`config.mk`:
```
export PLATFORM = sky130hd
export DESIGN_NAME = gibs_cell
export DESIGN_NICKNAME = d
export VERILOG_FILES = /design/src/rtl/gibs_pkg.sv /design/src/rtl/gibs_cell.sv
export SDC_FILE = /design/constraint.sdc
export NUM_CORES = 1
export LEC_CHECK = 0
export ABC_AREA = 1
export BUFFER_PORTS_ARGS = -buffer_cell sky130_fd_sc_hd__buf_4
export CORE_MARGIN = 4
export CORE_UTILIZATION = 44
export CTS_BUF_LIST = sky130_fd_sc_hd__clkbuf_2 sky130_fd_sc_hd__clkbuf_4 sky130_fd_sc_hd__clkbuf_8
export DETAILED_ROUTE_END_ITERATION = 6
export PLACE_DENSITY = 0.92
export RECOVER_POWER = 100
export SLEW_MARGIN = 15
export SYNTH_ARGS = -nofsm -noshare
export SYNTH_HDL_FRONTEND = slang
export SYNTH_SLANG_ARGS = --single-unit
```
`constraint.sdc`:
```
create_clock -name i_clk -period 3.1 [get_ports i_clk]
set_input_delay 0.31 -clock i_clk [delete_from_list [all_inputs] [get_ports i_clk]]
set_output_delay 0.31 -clock i_clk [all_outputs]
set_load 0.005 [all_outputs]
```
`src/rtl/gibs_pkg.sv`:
```
// Shared types and constants for the greedy IoU box suppression block.
// This file has no dependencies. Every other file in rtl imports it.
package gibs_pkg;

    localparam int SCORE_BITS = 16;
    localparam int THR_BITS   = 17;
    localparam int OUT_CAP    = 64;
    localparam int EMIT_BITS  = 7;
    localparam int IDX_OUT    = 6;
    localparam int PIPE_DEPTH = 4;
    localparam int FIELD_BITS = 12;

    localparam logic        REG_IOU_THR   = 1'b0;
    localparam logic [16:0] THR_RESET_VAL = 17'd32768;

    typedef enum logic [1:0] {
        PH_LOAD,
        PH_PASS,
        PH_EMIT,
        PH_CLEAR
    } t_phase;

    typedef struct packed {
        logic shift;
        logic clear;
    } t_cell_ctrl;

endpackage

```
`src/rtl/gibs_cell.sv`:
```
// One cell of the box ring: holds one box entry and takes its neighbor's
// entry on every shift. Depends on gibs_pkg.
module gibs_cell import gibs_pkg::*; #(
    parameter int EW = 68
) (
    input  logic          i_clk,
    input  logic          i_rst_n,
    input  t_cell_ctrl    i_ctrl,
    input  logic          i_load,
    input  logic [EW-1:0] i_load_ent,
    input  logic [EW-1:0] i_next_ent,
    output logic [EW-1:0] o_ent
);

    // The three lowest bits are the valid, done and suppressed flags.
    logic [EW-4:0] r_data;
    logic [2:0]    r_flags;

    always_ff @(posedge i_clk) begin
        if (!i_rst_n) begin
            r_flags <= 3'b000;
        end else if (i_ctrl.clear) begin
            r_flags <= 3'b000;
        end else if (i_load) begin
            r_flags <= i_load_ent[2:0];
        end else if (i_ctrl.shift) begin
            r_flags <= i_next_ent[2:0];
        end
    end

    always_ff @(posedge i_clk) begin
        if (i_load) begin
            r_data <= i_load_ent[EW-1:3];
        end else if (i_ctrl.shift) begin
            r_data <= i_next_ent[EW-1:3];
        end
    end

    assign o_ent = {r_data, r_flags};

endmodule

```
==> impl_summary.log <==
INFO  metric leading_area_contributor_after_synthesis = edfxtp_1
INFO  metric cts_bufs_inserted = 9
INFO  metric floorplan.die.width = 89.8 um
INFO  metric placer_congestion_estimate = about 0.81
INFO  metric synth-seq-area-share = 0.683
INFO  metric final_critical_path_share_of_the_clock_period = 0.631
INFO  metric globalRoute.totalOverflow = 0
INFO  metric syn_to_final_growth = 55.5%
INFO  metric yosys.cell_count.top_type = nand2_1
INFO  metric multiInputGateArea = roughly 800 um2
INFO  metric detail_route.wirelength = roughly 8300 um
INFO  metric avgRoutedWirePerCell = 14.2 um
INFO  metric core_region_area = approximately 0.0064 mm2
INFO  metric ys.warnings.count = 0
INFO  metric worstSetupPathType = input port to register
INFO  metric dpl-instance-area = approximately 0.0045 mm2
INFO  metric maxSlewHeadroom = 0.184
INFO  metric fin_area = ~0.0046 mm2
INFO  metric fin_ws = 1140 ps
INFO  metric powerDensity = roughly 460 mW/mm2
INFO  metric utilization = 0.713
INFO  metric die-area = roughly 0.0081 mm2
INFO  metric die-height = roughly 90 um
INFO  metric grt_pass1_vias = about 2700
INFO  metric num_antenna_cells = 0
INFO  metric clkSlewWorstSetupHoldPaths = around 60 ps
INFO  metric dr.first_iter.drc_count = between 100 and 150
INFO  metric ir_drop = approximately 0.00027 V
INFO  metric grt_setup_unrepaired = no
INFO  metric cellLeakagePower = 2.33 nW
INFO  metric regToRegSetupSlack = around 2400 ps
INFO  metric cts_root_buffer = clkbuf_8
INFO  metric grt_max_degree = slightly below 70
INFO  metric worstHoldPathCells = 4
INFO  metric report.final.setup_viol = 0
INFO  metric synth_seq_cells = 68
INFO  metric yosys-top-cells-area = edfxtp_1 66%, nand2_1 26%, dfxtp_1 2.0%
INFO  metric floorplan.rows = 29
INFO  metric cts_tree = built
INFO  metric number_of_enable_flip_flop_cells_after_synthesis = 65
INFO  metric post_synth_most_frequent_cells = 204 x nand2_1, 65 x edfxtp_1, 8 x buf_2, 6 x nand3_1, 5 x inv_1
INFO  metric register_area = 0.00201 mm2
INFO  metric async_set_or_reset_register_ratio_after_synthesis = 0
INFO  metric ff2ff_path_depth = 4
INFO  metric synth_fp_nets = roughly 440
INFO  metric crit_required = just over 3000 ps
INFO  metric launch_instance_of_the_worst_register_to_register_path = r_flags[1]
INFO  metric ios = 209
INFO  metric ant_nets = 0
INFO  metric synthesis.instances = 301
INFO  metric portBuffers = ~210
INFO  metric finalClockSkew = 0 ps
INFO  metric finalCriticalPeriod = roughly 2000 ps
INFO  metric timing_worst_slew_pin_value = roughly 1200 ps
INFO  metric num_vias = 2700
INFO  metric hpwlAfterDp = between 6000 and 7000 um
INFO  metric maxSlewViolCount = 0
INFO  metric pre_cts_worst_setup_slack = ~1200 ps
INFO  metric critical_path.reg2reg.endpoint = r_flags[1]
INFO  metric synth.cell_area = ~0.003 mm2
INFO  metric hold_path.startpoint = i_ctrl[0]
INFO  metric min_to = r_flags[0]
INFO  metric layout.nets = around 650
INFO  metric fmaxAchievable = 511 MHz
INFO  metric synth_cell_types = 10
INFO  metric global_route_usage_sum = 0.200
INFO  metric layout-drive-gt1-share = 0.386
INFO  metric cp_launch_type = input port
INFO  metric via_per_inst = 4.59
INFO  metric synthesis.area_per_instance = 9.79 um2
INFO  metric post_cts_buffers = 0
INFO  metric holdCritPathClass = input port to register
INFO  metric drv.max_cap_violation_count = 0
INFO  metric status = complete, no violations
INFO  metric start_util = 0.459
INFO  metric cts_resized = 0
INFO  metric cts_max_path_buffers = 2
INFO  metric initial_antenna_violation_count = 0
INFO  metric finalHoldViolations = 0
INFO  metric worstSkewPairLatency = approximately 310 ps
INFO  metric arrival = 1960 ps
INFO  metric startpoint = i_load
INFO  metric cts.hold.buffers_added = 0
INFO  metric fillerInstances = ~500
INFO  metric drc_errors = 0
INFO  metric worstPathMaxFanout = 34
INFO  metric dominantRegCellSynth = edfxtp_1
INFO  metric drtPass1Iterations = 4
INFO  metric post_route_setup_tns = 0 ps
INFO  metric worst_setup_path_end_kind = register
INFO  metric grt_pass1_wl = about 13000 um
INFO  metric yosysTopAreaCellShare = 0.663
INFO  metric cts.htree.levels = 3
INFO  metric cts_sinks = 68
-- placed cells by master, fill, tap and decap left out, drive strengths merged --
master / n
dfxtp: 3
nand3: 6
clkinv: 5
edfxtp: 65
nand2: 204
buf: 142
nor2: 2
clkbuf: 78
inv: 6
-- area by class of cell --
class                      instances  area share
sequential                        68       0.439
inverter                           6     0.00492
tap                               77      0.0210
clock buffer                      10      0.0287
timing repair buffer             210       0.326
multi-input combinational        212       0.175
clock inverter                     5     0.00437
-- worst max path at each step --
stage                       to  slack, ps  cells past startpoint
detailed placement  r_data[58]       1190                      4
global placement    r_data[54]       1240                      4
finish              r_data[64]       1140                      4
floorplan            r_data[0]        940                      3
CTS                 r_data[35]       1530                      4
global route        r_data[49]       1020                      4
-- state kept, by name, summed over array words and instances (netlist names) --
signal,cells
r_flags,3
r_data,65
-- report_power, final --
| group | leakage, nW | switching, mW | internal (mW) |
|---|---|---|---|
| clock network | 0.0795 | 0.283 | 0.282 |
| registers | 0.694 | 0.0260 | 1.12 |
| logic | 1.56 | 0.171 | 0.224 |
-- cell families (layout without fill, tap and decap cells) --
group | after synthesis | count (layout) | share of synthesized area
buffers and inverters | 21 | 231 | 0.0442
AND/OR/NAND/NOR | 212 | 212 | 0.273
flip-flops | 68 | 68 | 0.683
-- per-stage QoR --
stage | power (mW) | hold WS, ps | instances
6_report | 2.11 | 253 | 588
5_1_grt | 2.21 | 237 | 588
4_1_cts | 2.16 | 239 | 588
3_5_place_dp | 1.60 | 535 | 573
3_3_place_gp | 1.58 | 551 | 573
2_1_floorplan | 1.28 | 479 | 301
-- routing by layer --
metal	share of wire	track usage
met4	0.021	0.0868
met5	0	0
met1	0.35	0.209
met3	0.093	0.0651
met2	0.54	0.368
-- critical path, cell delays in order --
cell and delay, ps:
buf_4 260, nor2_1 140, inv_1 900, buf_12 300
(Power assumes the default switching activity.)
