==> config.mk <==
export PLATFORM = sky130hd
export DESIGN_NAME = gibs_iou
export DESIGN_NICKNAME = d
export VERILOG_FILES = /design/src/rtl/gibs_pkg.sv /design/src/rtl/gibs_iou.sv
export SDC_FILE = /design/constraint.sdc
export NUM_CORES = 2
export LEC_CHECK = 0
export BUFFER_PORTS_ARGS = -buffer_cell sky130_fd_sc_hd__buf_4
export CAP_MARGIN = 10
export CORE_MARGIN = 1.5
export CORE_UTILIZATION = 55
export CTS_CLUSTER_SIZE = 25
export DETAILED_ROUTE_END_ITERATION = 10
export PLACE_DENSITY = 0.72
export SYNTH_ARGS = -nofsm -noshare
export SYNTH_HDL_FRONTEND = slang
export SYNTH_SLANG_ARGS = --single-unit
export TNS_END_PERCENT = 100
==> constraint.sdc <==
create_clock -name i_clk -period 12.7 [get_ports i_clk]
set_input_delay 0 -clock i_clk [delete_from_list [all_inputs] [get_ports i_clk]]
set_output_delay 0 -clock i_clk [all_outputs]
set_load 0.03 [all_outputs]
==> src/rtl/gibs_pkg.sv <==
// Shared types and constants for the greedy IoU box suppression block.
// This file has no dependencies. Every other file in rtl imports it.
package gibs_pkg;

    localparam int SCORE_BITS = 16;
    localparam int THR_BITS   = 17;
    localparam int OUT_CAP    = 64;
    localparam int EMIT_BITS  = 7;
    localparam int IDX_OUT    = 6;
    localparam int PIPE_DEPTH = 4;
    localparam int FIELD_BITS = 12;

    localparam logic        REG_IOU_THR   = 1'b0;
    localparam logic [16:0] THR_RESET_VAL = 17'd32768;

    typedef enum logic [1:0] {
        PH_LOAD,
        PH_PASS,
        PH_EMIT,
        PH_CLEAR
    } t_phase;

    typedef struct packed {
        logic shift;
        logic clear;
    } t_cell_ctrl;

endpackage

==> src/rtl/gibs_iou.sv <==
// Four-stage overlap test between a passing box and the held candidate.
// It also closes the ring between the last cell and the first. Depends on gibs_pkg.
module gibs_iou import gibs_pkg::*; #(
    parameter int C  = 12,
    parameter int IW = 6
) (
    input  logic                    i_clk,
    input  logic                    i_rst_n,
    input  logic                    i_shift,
    input  logic [THR_BITS-1:0]     i_thr,
    input  logic [4*C+SCORE_BITS+IW+2:0] i_cand,
    input  logic [4*C+SCORE_BITS+IW+2:0] i_ent,
    output logic [4*C+SCORE_BITS+IW+2:0] o_ent,
    output logic                    o_hit
);

    localparam int SW = C + 2;
    localparam int PW = 2 * C + 2;
    localparam int AW = 2 * C + 4;
    localparam int UW = 2 * C + 6;
    localparam int QW = 2 * C + 5;
    localparam int RW = QW + THR_BITS;

    typedef struct packed {
        logic [C-1:0]          lx;
        logic [C-1:0]          ty;
        logic [C-1:0]          rx;
        logic [C-1:0]          by;
        logic [SCORE_BITS-1:0] score;
        logic [IW-1:0]         idx;
        logic                  valid;
        logic                  done;
        logic                  supp;
    } t_entry;

    t_entry e, c;
    t_entry r1_ent, r2_ent, r3_ent, r4_ent;
    logic [C-1:0] x1, y1, x2, y2;
    logic signed [SW-1:0] iw, ih, wa, ha, wb, hb;
    logic signed [SW-1:0] r1_wa, r1_ha, r1_wb, r1_hb;
    logic [C:0]  r1_iw, r1_ih;
    logic [PW-1:0] r2_inter, r3_inter;
    logic signed [AW-1:0] r2_aa, r2_ab;
    logic signed [UW-1:0] uni;
    logic [QW-1:0] r3_uni;
    logic r3_pos, r4_pos;
    logic [RW-1:0] r4_lhs, r4_rhs;

    assign e = i_ent;
    assign c = i_cand;

    always_comb begin
        x1 = (e.lx > c.lx) ? e.lx : c.lx;
        y1 = (e.ty > c.ty) ? e.ty : c.ty;
        x2 = (e.rx < c.rx) ? e.rx : c.rx;
        y2 = (e.by < c.by) ? e.by : c.by;
        iw = $signed({2'b00, x2}) - $signed({2'b00, x1}) + $signed(SW'(1));
        ih = $signed({2'b00, y2}) - $signed({2'b00, y1}) + $signed(SW'(1));
        wa = $signed({2'b00, e.rx}) - $signed({2'b00, e.lx}) + $signed(SW'(1));
        ha = $signed({2'b00, e.by}) - $signed({2'b00, e.ty}) + $signed(SW'(1));
        wb = $signed({2'b00, c.rx}) - $signed({2'b00, c.lx}) + $signed(SW'(1));
        hb = $signed({2'b00, c.by}) - $signed({2'b00, c.ty}) + $signed(SW'(1));
        uni = $signed(UW'(r2_aa)) + $signed(UW'(r2_ab)) - $signed(UW'(r2_inter));
    end

    always_ff @(posedge i_clk) begin
        if (!i_rst_n) begin
            r1_ent.valid <= 1'b0;
            r2_ent.valid <= 1'b0;
            r3_ent.valid <= 1'b0;
            r4_ent.valid <= 1'b0;
        end else if (i_shift) begin
            r1_ent <= e;
            r2_ent <= r1_ent;
            r3_ent <= r2_ent;
            r4_ent <= r3_ent;
        end
    end

    always_ff @(posedge i_clk) begin
        if (i_shift) begin
            r1_iw    <= iw[SW-1] ? '0 : iw[C:0];
            r1_ih    <= ih[SW-1] ? '0 : ih[C:0];
            r1_wa    <= wa;
            r1_ha    <= ha;
            r1_wb    <= wb;
            r1_hb    <= hb;
            r2_inter <= PW'(r1_iw) * PW'(r1_ih);
            r2_aa    <= $signed(AW'(r1_wa)) * $signed(AW'(r1_ha));
            r2_ab    <= $signed(AW'(r1_wb)) * $signed(AW'(r1_hb));
            r3_inter <= r2_inter;
            r3_pos   <= (uni > $signed(UW'(0)));
            r3_uni   <= uni[QW-1:0];
            r4_pos   <= r3_pos;
            r4_lhs   <= RW'({r3_inter, 16'h0000});
            r4_rhs   <= RW'(i_thr) * RW'(r3_uni);
        end
    end

    assign o_ent = r4_ent;
    assign o_hit = r4_pos && (r4_lhs >= r4_rhs);

endmodule

==> impl_metrics.json <==
{
  "drt_iter0_markers": 2322,
  "arrival_ns": 7.60,
  "min_delay_path_depth": 4,
  "synth.avg_cell_area_um2": 10.57,
  "antenna_cells": 0,
  "tns_ns": 0,
  "crit_family": "adder cells",
  "io_pins": 240,
  "vias_per_cell": 5.348,
  "drive_above_1_share": 0.06529,
  "r2r_slack_ns": 5.50,
  "synth.distinct_cells": 93,
  "synthArstFlopShare": 0,
  "clock_skew_ns": 0.05813,
  "post-place-ws_ns": 5.567,
  "ys_warn_count": 0,
  "gp_congestion": 0.8798,
  "cp_slowest_cell": "edfxtp_1",
  "wl_per_cell_um": 17.75,
  "cp-end-kind": "flip-flop",
  "antenna_left": 0,
  "fin_nets": 7727,
  "clockBufferDepth": 3,
  "rsz0062_at_grt": "false",
  "max_stage_delay_ns": 0.95,
  "die_w_um": 339.8,
  "worst_hold_path_type": "in2reg",
  "crit_type": "reg2reg",
  "ys_ff_latch": 585,
  "post_cts_buffers": 0,
  "vias": 40950,
  "synth_cells": 5903,
  "outcome": "completed",
  "dieArea_um2": 115500,
  "root_buffer": "clkbuf_16",
  "setup_violations": 0,
  "overflow": 0,
  "layout_setup_ws_ns": 5.501,
  "r2r-end": "r4_rhs[42]",
  "path_clk_slew_ns": 0.06,
  "min-delay-start": "i_cand[41]",
  "die_h_um": 339.8,
  "tightest_slew_ns": 1.065,
  "coreArea_um2": 112500,
  "io_buffers": 214,
  "final_util": 0.6069,
  "timing.final.crit_share": 0.5669,
  "grt_pass1_vias": 43950,
  "maxSlewHeadroom": 0.2884,
  "hpwl_um": 105500,
  "period_needed_ns": 7.199,
  "syn-cell-area_um2": 62380,
  "crit_buf_inv": 4,
  "dr.pass1.iters": 5,
  "finalInstanceArea_um2": 68270,
  "synth_edf_count": 581,
  "crit_top_cell": "fa_1",
  "drv_cap": 0,
  "path_cells": "and2_1, fa_1, inv_1, fa_1, fa_1, inv_1, fa_1, fa_1, inv_1, fa_1, inv_1, ha_1, a21o_1, a21oi_1, o21ai_0, a221oi_1, a21oi_1, o31ai_2, a2bb2oi_1, o31ai_1, a21oi_1, xnor2_1",
  "start_util": 0.5545,
  "cp_max_fo": 17,
  "max_freq_ghz": 0.1389,
  "cp-start-kind": "flip-flop",
  "hold_end": "r1_wb[4]",
  "final_hold_viol_count": 0,
  "synth_ff_type": "edfxtp_1",
  "antenna_found_initial": 0,
  "cts_buffers": 60,
  "drc_errors": 0,
  "h-tree-depth": 2,
  "seq_area_frac_synth": 0.2810,
  "worstSkewPairLatency_ns": 0.67,
  "track_usage": 0.2443,
  "r2r_cells": 22,
  "num_rows": 123,
  "grt_max_degree": 89,
  "dpl_cell_area_um2": 65320,
  "timing.rr.start": "r3_uni[10]",
  "cts_tree": "built",
  "slew_viol_final": 0,
  "cts_sinks": 585,
  "syn_nets": 7523,
  "routed_wl_um": 135900,
  "grt_pass1_wl_um": 226700,
  "worstPathRequired_ns": 13.10,
  "syn_to_final_growth_pct": 9.443
}
## layout by cell type, fill, tap and decap left out, drive strengths merged, types with 12 or more instances in the layout
cell type       n
nand2         721
o211ai         12
nor2b          27
clkbuf         63
mux2i          31
a21oi         155
a211oi         16
nor4           14
fa            947
edfxtp        581
nand4          25
nand3          63
a21o           74
ha            507
and2          420
clkinv         26
nor3           51
mux2           24
o21bai         27
inv          1279
dlygate4sd3    87
and3           34
nand2b         50
buf           228
o21ai          94
a21boi         12
xnor2         173
nor2          137
o21a           37
xor2           84
## logic make-up (layout without fill, tap and decap cells)
group                      Yosys count  count (layout)  synth area share
AOI/OAI and AO/OA                  521             521           0.05708
DFF                                585             585            0.2810
and+or+nand+nor                   1588            1588            0.1238
muxes                               55              55          0.009306
adders and majority gates         1454            1454            0.4056
xor gates and xnor gates           257             257           0.03620
buffers and inverters             1443            1697           0.08707
## tightest hold or removal path: cells and delay by family
family	cells	cell delay, ns
xor gates and xnor gates	2	0.31
adders and majority gates	1	0.19
buffers and inverters	1	0.09
## sequential cells by signal (all words and copies together), names as in the netlist, 26 cells and up
register  count
o_ent        73
r1_ent       73
r2_aa        28
r2_ab        28
r2_ent       73
r2_inter     26
r3_ent       73
r3_inter     26
r3_uni       29
r4_lhs       26
r4_rhs       46
## per-layer routing
metal | track usage | vias to the layer above | wire length, um
met5 | 0 | - | 0
met3 | 0.03321 | 237 | 7993
li1 | - | 18930 | -
met4 | 0.07757 | 0 | 4590
met1 | 0.3182 | 20560 | 55670
met2 | 0.4232 | 1226 | 67620
## repair_timing
action / in CTS / in global routing
hold endpoints to repair: 175 / 0
hold buffers: 87 / 0
resized for setup: 0 / 0
## stage by stage
step,std cells,hold slack (ns)
after floorplan,5903,0.09887
after global placement,7458,0.1781
after detailed placement,7458,0.1793
after CTS,7657,0.002169
after global routing,7657,0.02484
final,7657,0.03697
## cells in the mapped netlist (all sizes together) (8+ instances only)
cell type,number,area (um^2)
o21bai,27,206.5
o21a,37,277.8
nand3,63,320.3
nand4,25,156.4
a31o,8,78.83
a21oi,155,798.3
fa,947,18960
inv,1268,4760
nor3,51,265.3
clkbuf,164,615.6
a31oi,10,62.56
o21ai,94,478.0
a2111oi,9,97.59
nor2b,27,168.9
and2,420,2628
ha,507,6344
and3,34,212.7
buf,9,48.79
nand2b,50,312.8
or3,11,68.82
nor2,137,514.2
a211oi,16,130.1
mux2,24,270.3
nor4,14,87.58
or2,9,56.31
mux2i,31,310.3
xnor2,173,1515
a21o,74,555.5
edfxtp,581,17450
nand2,721,2706
xor2,84,743.2
o211ai,12,90.09
a21boi,12,112.6
## worst max-delay path by stage
stage,start,endpoint,slack [ns],cells after the start
6_report,r3_uni[10],r4_rhs[42],5.50,22
5_1_grt,r3_uni[8],r4_rhs[42],5.12,21
4_1_cts,r3_uni[9],r4_rhs[42],5.53,21
3_5_place_dp,r3_uni[12],r4_rhs[42],5.57,22
3_3_place_gp,r3_uni[12],r4_rhs[42],5.63,22
2_1_floorplan,i_shift,o_ent[0],5.23,2
## area by class of cell
type	instances	area, um^2
Sequential cell	585	17530
Inverter	1270	4767
Timing Repair Buffer	315	2590
Clock inverter	49	573.1
Tap cell	1500	1877
Clock buffer	63	1513
Fill cell	8972	44230
Multi-Input combinational cell	3875	39430
Power is left out: the tool's default activity adds up to more than one toggle a clock period on the data nets, which glitch-free logic cannot reach.
